**src/design/safs_pkg.sv**
```systemverilog
`timescale 1ns / 1ps
// ----------------------------------------------------------------------------
// Slot allocator package
// Shared constants, result codes and the control/status structures that pass
// between the controller and the datapath of the slot allocator.
// ----------------------------------------------------------------------------
package safs_pkg;

    // Default pool size.
    localparam int SLOTS_DEF = 64;

    // Field widths of the stream words.
    localparam int CMD_W    = 1;
    localparam int SLOT_W   = 6;
    localparam int STATUS_W = 2;
    localparam int DATA_W   = 8;

    // Width of one group of used bits examined by the search.
    localparam int GRP_W  = 32;
    localparam int GRP_IW = 5;

    // Request kinds.
    localparam logic [CMD_W-1:0] CMD_ALLOC = 1'b0;
    localparam logic [CMD_W-1:0] CMD_FREE  = 1'b1;

    // Result codes.
    localparam logic [STATUS_W-1:0] RES_OK   = 2'd0;
    localparam logic [STATUS_W-1:0] RES_FULL = 2'd1;
    localparam logic [STATUS_W-1:0] RES_OVFL = 2'd2;

    // Commands from the controller to the datapath.
    typedef struct packed {
        logic load;    // capture the incoming request
        logic search;  // read the stack top and search the used bits
        logic commit;  // update the state and post the result
    } t_ctl_cmd;

    // Status from the datapath to the controller.
    typedef struct packed {
        logic out_busy;  // result register full and not taken this cycle
    } t_dp_status;

endpackage

```
**src/design/safs_ctrl.sv**
```systemverilog
`timescale 1ns / 1ps
// ----------------------------------------------------------------------------
// Slot allocator controller
// Sequences each request through capture, search and commit, and decides when
// a new request may be taken.
// ----------------------------------------------------------------------------
module safs_ctrl (
    input  logic                  i_clk,
    input  logic                  i_rst_n,
    input  logic                  i_in_valid,
    output logic                  o_in_ready,
    input  safs_pkg::t_dp_status  i_status,
    output safs_pkg::t_ctl_cmd    o_cmd
);
    import safs_pkg::*;

    localparam logic [1:0] S_IDLE = 2'd0;
    localparam logic [1:0] S_SRCH = 2'd1;
    localparam logic [1:0] S_DONE = 2'd2;

    logic [1:0] r_state;
    logic [1:0] n_state;
    logic       w_commit;
    logic       w_accept;

    // A request may be taken when idle, or when the current one commits.
    assign w_commit   = (r_state == S_DONE) && !i_status.out_busy;
    assign o_in_ready = (r_state == S_IDLE) || w_commit;
    assign w_accept   = i_in_valid && o_in_ready;

    assign o_cmd.load   = w_accept;
    assign o_cmd.search = (r_state == S_SRCH);
    assign o_cmd.commit = w_commit;

    // Next-state logic.
    always_comb begin
        n_state = r_state;
        unique case (r_state)
            S_IDLE: begin
                if (w_accept) n_state = S_SRCH;
            end
            S_SRCH: begin
                n_state = S_DONE;
            end
            S_DONE: begin
                if (w_commit) n_state = w_accept ? S_SRCH : S_IDLE;
            end
            default: begin
                n_state = S_IDLE;
            end
        endcase
    end

    // State register.
    always_ff @(posedge i_clk) begin
        if (!i_rst_n) begin
            r_state <= S_IDLE;
        end else begin
            r_state <= n_state;
        end
    end

endmodule

```
**src/design/safs_datapath.sv**
```systemverilog
`timescale 1ns / 1ps
// ----------------------------------------------------------------------------
// Slot allocator datapath
// Holds the used bits, the free stack memory and its count, the search for
// the lowest unused slot and the result register.
// ----------------------------------------------------------------------------
module safs_datapath #(
    parameter int SLOTS = safs_pkg::SLOTS_DEF
) (
    input  logic                           i_clk,
    input  logic                           i_rst_n,
    input  safs_pkg::t_ctl_cmd             i_cmd,
    output safs_pkg::t_dp_status           o_status,
    input  logic [safs_pkg::CMD_W-1:0]     i_req_cmd,
    input  logic [safs_pkg::SLOT_W-1:0]    i_req_slot,
    output logic                           o_out_valid,
    input  logic                           i_out_ready,
    output logic [safs_pkg::STATUS_W-1:0]  o_out_status,
    output logic [safs_pkg::SLOT_W-1:0]    o_out_slot
);
    import safs_pkg::*;

    localparam int SW  = $clog2(SLOTS);
    localparam int CW  = $clog2(SLOTS + 1);
    localparam int NG  = (SLOTS + GRP_W - 1) / GRP_W;
    localparam int GIW = (NG > 1) ? $clog2(NG) : 1;
    localparam int PW  = GIW + GRP_IW;

    // Request registers.
    logic [CMD_W-1:0]  r_cmd;
    logic [SLOT_W-1:0] r_slot;

    // State.
    logic [SLOTS-1:0]  r_used;
    logic [CW-1:0]     r_count;
    logic [SW-1:0]     r_stack [SLOTS];

    // Search and read results.
    logic [SW-1:0]     r_rd_data;
    logic [GIW-1:0]    r_grp_idx;
    logic              r_grp_any;
    logic [GRP_W-1:0]  r_grp_word;

    // Result register.
    logic              r_out_valid;
    logic [STATUS_W-1:0] r_out_status;
    logic [SLOT_W-1:0] r_out_slot;

    // Combinational signals.
    logic [NG*GRP_W-1:0] w_used_pad;
    logic [GRP_W-1:0]    w_grp_word [NG];
    logic [GIW-1:0]      w_first_grp;
    logic                w_any_grp;
    logic [GRP_IW-1:0]   w_bit_idx;
    logic [PW-1:0]       w_pick_full;
    logic [SW-1:0]       w_pick;
    logic                w_pop;
    logic                w_alloc_ok;
    logic                w_in_pool;
    logic                w_free_ok;
    logic [SW-1:0]       w_free_idx;
    logic [CW-1:0]       w_top;
    logic [STATUS_W-1:0] w_res_status;
    logic [SLOT_W-1:0]   w_res_slot;

    // Slots beyond the pool read as used, so the search never picks them.
    always_comb begin
        for (int i = 0; i < NG * GRP_W; i++) begin
            w_used_pad[i] = (i < SLOTS) ? r_used[i] : 1'b1;
        end
        for (int g = 0; g < NG; g++) begin
            w_grp_word[g] = w_used_pad[g*GRP_W +: GRP_W];
        end
    end

    // First group that still has an unused slot.
    always_comb begin
        w_first_grp = '0;
        w_any_grp   = 1'b0;
        for (int g = NG - 1; g >= 0; g--) begin
            if (!(&w_grp_word[g])) begin
                w_first_grp = GIW'(g);
                w_any_grp   = 1'b1;
            end
        end
    end

    // Lowest unused bit inside the chosen group.
    always_comb begin
        w_bit_idx = '0;
        for (int b = GRP_W - 1; b >= 0; b--) begin
            if (!r_grp_word[b]) w_bit_idx = GRP_IW'(b);
        end
    end

    // The stack top is the count less one.
    assign w_top = r_count - CW'(1);

    // Search stage: read the stack top and pick the group.
    always_ff @(posedge i_clk) begin
        if (i_cmd.search) begin
            r_rd_data  <= r_stack[w_top[SW-1:0]];
            r_grp_idx  <= w_first_grp;
            r_grp_any  <= w_any_grp;
            r_grp_word <= w_grp_word[w_first_grp];
        end
    end

    // Decisions for the commit stage.
    assign w_pop       = (r_count != '0);
    assign w_pick_full = {r_grp_idx, w_bit_idx};
    assign w_pick      = w_pop ? r_rd_data : w_pick_full[SW-1:0];
    assign w_alloc_ok  = w_pop || r_grp_any;
    assign w_in_pool   = (int'(r_slot) < SLOTS);
    assign w_free_ok   = w_in_pool && (int'(r_count) < SLOTS);
    assign w_free_idx  = SW'(r_slot);

    // Result of the current request.
    always_comb begin
        w_res_status = RES_OK;
        w_res_slot   = '0;
        if (r_cmd == CMD_ALLOC) begin
            if (w_alloc_ok) begin
                w_res_slot = SLOT_W'(w_pick);
            end else begin
                w_res_status = RES_FULL;
            end
        end else if (w_in_pool && !w_free_ok) begin
            w_res_status = RES_OVFL;
        end
    end

    // Request capture.
    always_ff @(posedge i_clk) begin
        if (i_cmd.load) begin
            r_cmd  <= i_req_cmd;
            r_slot <= i_req_slot;
        end
    end

    // Stack memory write on a successful free.
    always_ff @(posedge i_clk) begin
        if (i_cmd.commit && (r_cmd == CMD_FREE) && w_free_ok) begin
            r_stack[r_count[SW-1:0]] <= w_free_idx;
        end
    end

    // Used bits and stack count.
    always_ff @(posedge i_clk) begin
        if (!i_rst_n) begin
            r_used  <= '0;
            r_count <= '0;
        end else if (i_cmd.commit) begin
            if (r_cmd == CMD_ALLOC) begin
                if (w_alloc_ok) r_used[w_pick] <= 1'b1;
                if (w_pop) r_count <= w_top;
            end else if (w_free_ok) begin
                r_used[w_free_idx] <= 1'b0;
                r_count            <= r_count + CW'(1);
            end
        end
    end

    // Result register, which holds a word until the consumer takes it.
    always_ff @(posedge i_clk) begin
        if (!i_rst_n) begin
            r_out_valid <= 1'b0;
        end else if (i_cmd.commit) begin
            r_out_valid <= 1'b1;
        end else if (i_out_ready) begin
            r_out_valid <= 1'b0;
        end
    end

    always_ff @(posedge i_clk) begin
        if (i_cmd.commit) begin
            r_out_status <= w_res_status;
            r_out_slot   <= w_res_slot;
        end
    end

    assign o_status.out_busy = r_out_valid && !i_out_ready;
    assign o_out_valid       = r_out_valid;
    assign o_out_status      = r_out_status;
    assign o_out_slot        = r_out_slot;

endmodule

```
**src/design/slot_allocator_free_stack_top.sv**
```systemverilog
`timescale 1ns / 1ps
// ----------------------------------------------------------------------------
// Slot allocator with free stack
//
//   Channel  Dir  tdata (low bit up)         tuser
//   s_axis   in   slot_in[5:0], pad[7:6]     cmd (0 allocate, 1 free)
//   m_axis   out  slot_out[5:0], pad[7:6]    status[1:0]
//
// Each request gives one result word. It is captured; the search reads the
// stack top and finds the first group with an unused slot; the commit picks
// the slot, updates the state and loads the result register. A new request is
// taken in the cycle that the previous one commits. Reset clears the used bits,
// the stack count and the result register at once. While the result register
// is full and not taken, the commit waits, and a request is taken only if idle.
// ----------------------------------------------------------------------------
module slot_allocator_free_stack_top #(
    parameter int SLOTS = safs_pkg::SLOTS_DEF
) (
    input  logic       i_clk,
    input  logic       i_rst_n,
    input  logic       s_axis_tvalid,
    output logic       s_axis_tready,
    input  logic [7:0] s_axis_tdata,   // [5:0] slot_in, [7:6] zero
    input  logic [0:0] s_axis_tuser,   // [0] cmd
    output logic       m_axis_tvalid,
    input  logic       m_axis_tready,
    output logic [7:0] m_axis_tdata,   // [5:0] slot_out, [7:6] zero
    output logic [1:0] m_axis_tuser    // [1:0] status
);
    import safs_pkg::*;

    t_ctl_cmd          w_cmd;
    t_dp_status        w_status;
    logic [SLOT_W-1:0] w_out_slot;

    // Controller.
    safs_ctrl u_ctrl (
        .i_clk      (i_clk),
        .i_rst_n    (i_rst_n),
        .i_in_valid (s_axis_tvalid),
        .o_in_ready (s_axis_tready),
        .i_status   (w_status),
        .o_cmd      (w_cmd)
    );

    // Datapath.
    safs_datapath #(
        .SLOTS (SLOTS)
    ) u_datapath (
        .i_clk        (i_clk),
        .i_rst_n      (i_rst_n),
        .i_cmd        (w_cmd),
        .o_status     (w_status),
        .i_req_cmd    (s_axis_tuser),
        .i_req_slot   (s_axis_tdata[SLOT_W-1:0]),
        .o_out_valid  (m_axis_tvalid),
        .i_out_ready  (m_axis_tready),
        .o_out_status (m_axis_tuser),
        .o_out_slot   (w_out_slot)
    );

    assign m_axis_tdata = {(DATA_W - SLOT_W)'(0), w_out_slot};

endmodule
```
**config.mk**
```make
export PLATFORM = sky130hd
export DESIGN_NAME = slot_allocator_free_stack_top
export DESIGN_NICKNAME = d
export VERILOG_FILES = /design/src/design/safs_pkg.sv /design/src/design/safs_ctrl.sv /design/src/design/safs_datapath.sv /design/src/design/slot_allocator_free_stack_top.sv
export SDC_FILE = /design/constraint.sdc
export NUM_CORES = 1
export LEC_CHECK = 0
export BUFFER_PORTS_ARGS = -buffer_cell sky130_fd_sc_hd__buf_2
export CAP_MARGIN = 20
export CORE_MARGIN = 3
export CORE_UTILIZATION = 30
export DETAILED_ROUTE_END_ITERATION = 10
export PLACE_DENSITY = 0.5
export SETUP_SLACK_MARGIN = 0.02
export SLEW_MARGIN = 20
export SYNTH_ARGS = -nofsm -noshare
export SYNTH_HDL_FRONTEND = slang
export SYNTH_SLANG_ARGS = --single-unit
```
**constraint.sdc**
```tcl
create_clock -name i_clk -period 8.3 [get_ports i_clk]
set_input_delay 0.415 -clock i_clk [delete_from_list [all_inputs] [get_ports i_clk]]
set_output_delay 0.415 -clock i_clk [all_outputs]
set_load 0.02 [all_outputs]
```
# == Word level (Yosys, flattened, before mapping) ==
# Memories as Yosys holds them, arrays and structs flattened. A register that Yosys moved wholly into a read port is not among the register bits.
# Cells that the tools add are included.
# word_totals
ram_bits,384
register_bits,123
out_inout_bits,12
word_cells,111
inputBits,13
mem_count,1
# memory_table
name,words,word_bits,rd,rd_clocked_by_memory_dff,wr,line,source
u_datapath.r_stack,64,6,1,1,1,safs_datapath.sv:36,logic [SW-1:0] r_stack [SLOTS];
# op_classes
magnitude_cmp,6
addsub,2
reduce_logical,22
bitwise,5
mux,59
eq_ne,5
# ops
op,n
$mux W64,3
$mux W5,32
$mux W32,3
$and A64 B64 Y64,1
$not A64 Y64,1
$or A64 B64 Y64,1
$reduce_and A32 Y1,2
$mux W7,3
$lt A6 B7 Y1 const B,2
$demux W1 S6,2
$ge A6 B1 Y1 const B,2
$mux W1,10
$mux W2,4
$add A7 B1 Y7 const B,1
$logic_and A1 B1 Y1,7
$lt A7 B7 Y1 const B,1
$reduce_bool A7 Y1,1
$sub A7 B1 Y7 const B,1
$mux W6,1
$pmux W2 S3,1
$reduce_and A3 Y1,2
$reduce_bool A2 Y1,3
$ne A2 B1 Y1 const B,2
$eq A2 B1 Y1 const B,1
10 further kinds,12

# == Logic depth before layout (Yosys ltp) ==
# depth
ltp_word,40
mapped_depth,13
ltp_nobuf,8

# == By module ==
# From an unflattened synthesis, not the netlist that was laid out.
# hier_totals
hier_cells,1204
hier_area_um2,20961.4
# by_module_without_submodules
module,cells_per_inst,area_per_inst_um2,seq_area_each_um2,n_inst
safs_datapath,1187,20811.2,14624.0,1
safs_ctrl,14,131.4,40.0,1
slot_allocator_free_stack_top,3,18.8,0.0,1

# == Least setup slack after synthesis ==
# No wires, ideal clock.
# synth_path
path_type,register -> register
startpoint,reg u_datapath.r_count[0]
endpoint,"reg u_datapath.r_rd_data[2], read port of u_datapath.r_stack, data pin"
arrival_time_ns,3.399
slack_ns,4.642
period_less_slack_ns,3.658
setup_time_ns,0.259
path_stages_with_launch,12
n_path_buf,5
required_ns,8.041
cell_sequence,dfxtp_1 buf_1 buf_1 inv_1 ha_1 clkbuf_1 clkbuf_1 clkbuf_1 mux4_2 mux4_2 a22oi_1 nand2_1
# synth_between
elab_chain_cells,1
# synth_rtl
element,line,source
from (decl),safs_datapath.sv:35,logic [CW-1:0] r_count;
from (signal assigned),safs_datapath.sv:156,if (w_pop) r_count <= w_top;
from (signal assigned),safs_datapath.sv:159,r_count <= r_count + CW'(1);
$sub A7 B1 Y7,safs_datapath.sv:97,assign w_top = r_count - CW'(1);
to (decl),safs_datapath.sv:39,logic [SW-1:0] r_rd_data;
# Every way passes these cells.
# A chain may end at the register's enable or synchronous reset.

# == Worst setup path after layout ==
# layout_path
startpoint,reg u_datapath.r_count[0]
endpoint,"reg u_datapath.r_rd_data[0], read port of u_datapath.r_stack, data pin"
# The elaborated chain is that of the path after synthesis.

==> out/qor.yml <==
fmax_mhz: 224
p_comb_share_pct: 5.3
cts.path.max_buffers: 3
p_per_area_mw_per_mm2: 228
port_buffers: 20
fin_setup_tns_ns: 0
irDropWorstVdd_mv: 0.148
insertion_delay_ns: 0.59
required_ns: 8.60
p_leak_uw: 0.00716
fin_crit_sh_pct: 53.9
cts_resized: 0
crit_fanout: 58
async_flop_share_pct: 0
grt_pass1_vias: 11568
run_status: "complete, no violations"
hp-class: "input port to register"
synth_cells: 1234
switching_share_pct: 21.8
ys.flop_type: "edfxtp_1"
internal_power_uw: 4270
cts_tree: "yes"
fp.dieArea_mm2: 0.0732
nets: 1278
routed_via_density: 5.15
drt-total-wl_um: 51400
drive_above_1_share_pct: 22.1
ios: 25
syn-cell-area_mm2: 0.0210
clk_pin_slew_ns: 0.06
rows: 96
hpwl_um: 32300
cts_sinks: 513
grt_max_degree: 84
min_path_cells: 2
insertedDiodeCount: 0
drv_cap: 0
grt_pass1_wl_um: 77700
worstMarginPinSlew_ns: 1.08
track_usage_pct: 14.1
cp_top_family: "multiplexers"
place_congestion: 0.777
rsz0062_at_grt: "false"
synth_area_leader_cell: "edfxtp_1"
slew_headroom_pct: 27.1
numCtsBuffers: 53
clockRootBuffer: "clkbuf_16"
skew_ns: 0.0245
syn_to_final_growth_pct: 14.2
synth_area_leaders: "edfxtp_1 (63%), mux4_2 (13%), dfxtp_1 (7.1%), o211ai_1 (2.3%), mux2_2 (1.7%)"
fp.dieH_um: 271
yosysUniqueCellTypes: 70
maxSlewViolCount: 0
synth_top_area_share_pct: 62.8
remaining_drc_errors: 0
slowest_delay_ns: 0.94
cp_num_cells: 7
initial_utilization_pct: 30.4
r2r_cells: 7
yosysWarnings: 0
core_area_mm2: 0.0689
drtAntennaViolNets: 0
avgSynthCellArea_um2: 17.0
setup.worst_path.start_class: "register"
num_vias: 11527
setup_ws_ns: 3.83
chipWidth_um: 271
synth.most_common_cell: "edfxtp_1"
setup_viol: 0
hold_violations: 0
synth_seq_area_share_pct: 69.8
ys_seq_elements: 513
dr.first_iter.drc_count: 1074
switching_power_uw: 1190
post_cts.repair.setup_buffers: 0
grt-ovfl-total: 0
endpoint_kind: "register"
p_seq_share_pct: 51.8
crit_chain: "inv_1, ha_4, buf_4, mux4_2, mux4_2, a22oi_1, nand2_1"
htreeDepth: 2
hold_ws_ns: 0.114
cp_common_cell: "mux4_2"
nFillCells: 6581
worst-path-buf-inv: 2
fin_crit_ns: 4.47
wl_per_cell_um: 23.0
synth_common_cells: "edfxtp_1 (439), mux4_2 (120), nor2_1 (85), dfxtp_1 (74), o211ai_1 (63)"
antenna_found_initial: 0
crit_type: "register to register"
dpl_worst_slack_ns: 3.80
cp.arrival_ns: 4.78
drtPass1Iterations: 6
slowest_stage: "ha_4"
fin_util_pct: 34.8
synth_edf_count: 439
hold_buffers: 7
clockPowerShare_pct: 42.9
[layout make-up]
| class | count | area [um2] | share of cell area (%) |
|---|---|---|---|
| clock buffers | 75 | 1470 | 6.13 |
| flip-flops and latches | 513 | 14700 | 61.2 |
| inverters | 8 | 30.0 | 0.125 |
| repair buffers | 43 | 323 | 1.35 |
| well taps | 931 | 1160 | 4.86 |
| clock inverters | 23 | 238 | 0.992 |
| multi-input cells | 644 | 6080 | 25.4 |
[registers in the layout (all words and copies together), names as in the netlist]
register                 flops
u_ctrl.r_state               2
u_datapath.r_slot            6
u_datapath.r_used           64
u_datapath.r_grp_word       32
u_datapath.o_out_valid       1
u_datapath.r_cmd             1
u_datapath.r_grp_idx         1
u_datapath.r_rd_data         6
u_datapath.o_out_slot        6
u_datapath.r_count           7
u_datapath.r_stack         384
u_datapath.o_out_status      2
u_datapath.r_grp_any         1
[stage by stage]
| stage | power [uW] | cell area, um2 | std cells |
|---|---|---|---|
| global route | 5660 | 24000 | 2237 |
| CTS | 5520 | 23900 | 2235 |
| global placement | 3170 | 22100 | 2130 |
| finish | 5470 | 24000 | 2237 |
| floorplan | 3070 | 21000 | 1235 |
| detailed placement | 3170 | 22100 | 2130 |
[layout by cell type, fill, tap and decap left out, types with 5 or more instances in the layout]
cell type,netlist,routed
nor4_1,9,9
o31ai_1,13,13
clkbuf_1,48,17
nand4_1,32,32
mux4_2,120,120
a22oi_1,13,13
o21ai_0,36,36
a21oi_1,14,13
and3_1,6,6
nand3_1,21,21
mux2_2,32,32
o211ai_1,63,63
nor2_1,85,85
nand2_1,36,36
nor3_1,9,9
dlygate4sd3_1,0,7
dfxtp_1,74,73
and2_1,11,11
nor2b_1,15,14
edfxtp_1,439,439
clkbuf_16,0,54
nand2b_1,7,7
o2111ai_1,5,5
inv_1,8,8
xnor2_1,5,5
buf_2,3,20
o21ai_1,29,29
or3_1,12,12
buf_4,2,14
clkinv_2,0,11
[worst paths after layout]
check / startpoint / to / slack (ns)
hold reg to reg: u_datapath.r_used[22] / u_datapath.r_used[22] / 0.52
setup / recovery: u_datapath.r_count[0] / u_datapath.r_rd_data[0] / 3.83
setup reg to reg: u_datapath.r_count[0] / u_datapath.r_rd_data[0] / 3.83
hold / removal: s_axis_tvalid / u_ctrl.r_state[0] / 0.11
[power groups by stage]
stage,clock [uW],sequential (uW),combinational (uW)
after floorplan,0,2890,174
after global placement,0,2890,283
after detailed placement,0,2890,286
after CTS,2400,2830,289
after global routing,2510,2830,312
final,2350,2830,288
[worst reg2reg max path, stage by stage (launching register included)]
cell	delay, ns
dfxtp_4	0.74
inv_1	0.25
ha_4	0.95
buf_4	0.69
mux4_2	0.49
mux4_2	0.53
a22oi_1	0.37
nand2_1	0.18
[kinds of logic after synthesis]
logic type                 after synthesis  synth area share (%)
AOI/OAI and AO/OA                      211                  6.88
xor gates and xnor gates                 9                 0.375
and+or+nand+nor                        267                  6.64
buffers and inverters                   78                  1.48
other                                    1                0.0179
muxes                                  153                  14.6
DFF                                    513                  69.8
adders and majority gates                2                 0.119
[metal layers]
metal / up-vias / wire [um] / part of all wire (%) / GRT usage (%)
li1: 5121 / - / - / -
met1: 6014 / 23700 / 46 / 20.2
met2: 325 / 24200 / 47 / 22.4
met3: 67 / 2580 / 5.0 / 2.31
met4: 0 / 1000 / 1.9 / 3.46
met5: - / 0 / 0 / 0
Note: power is estimated with default switching activity, not from simulation.
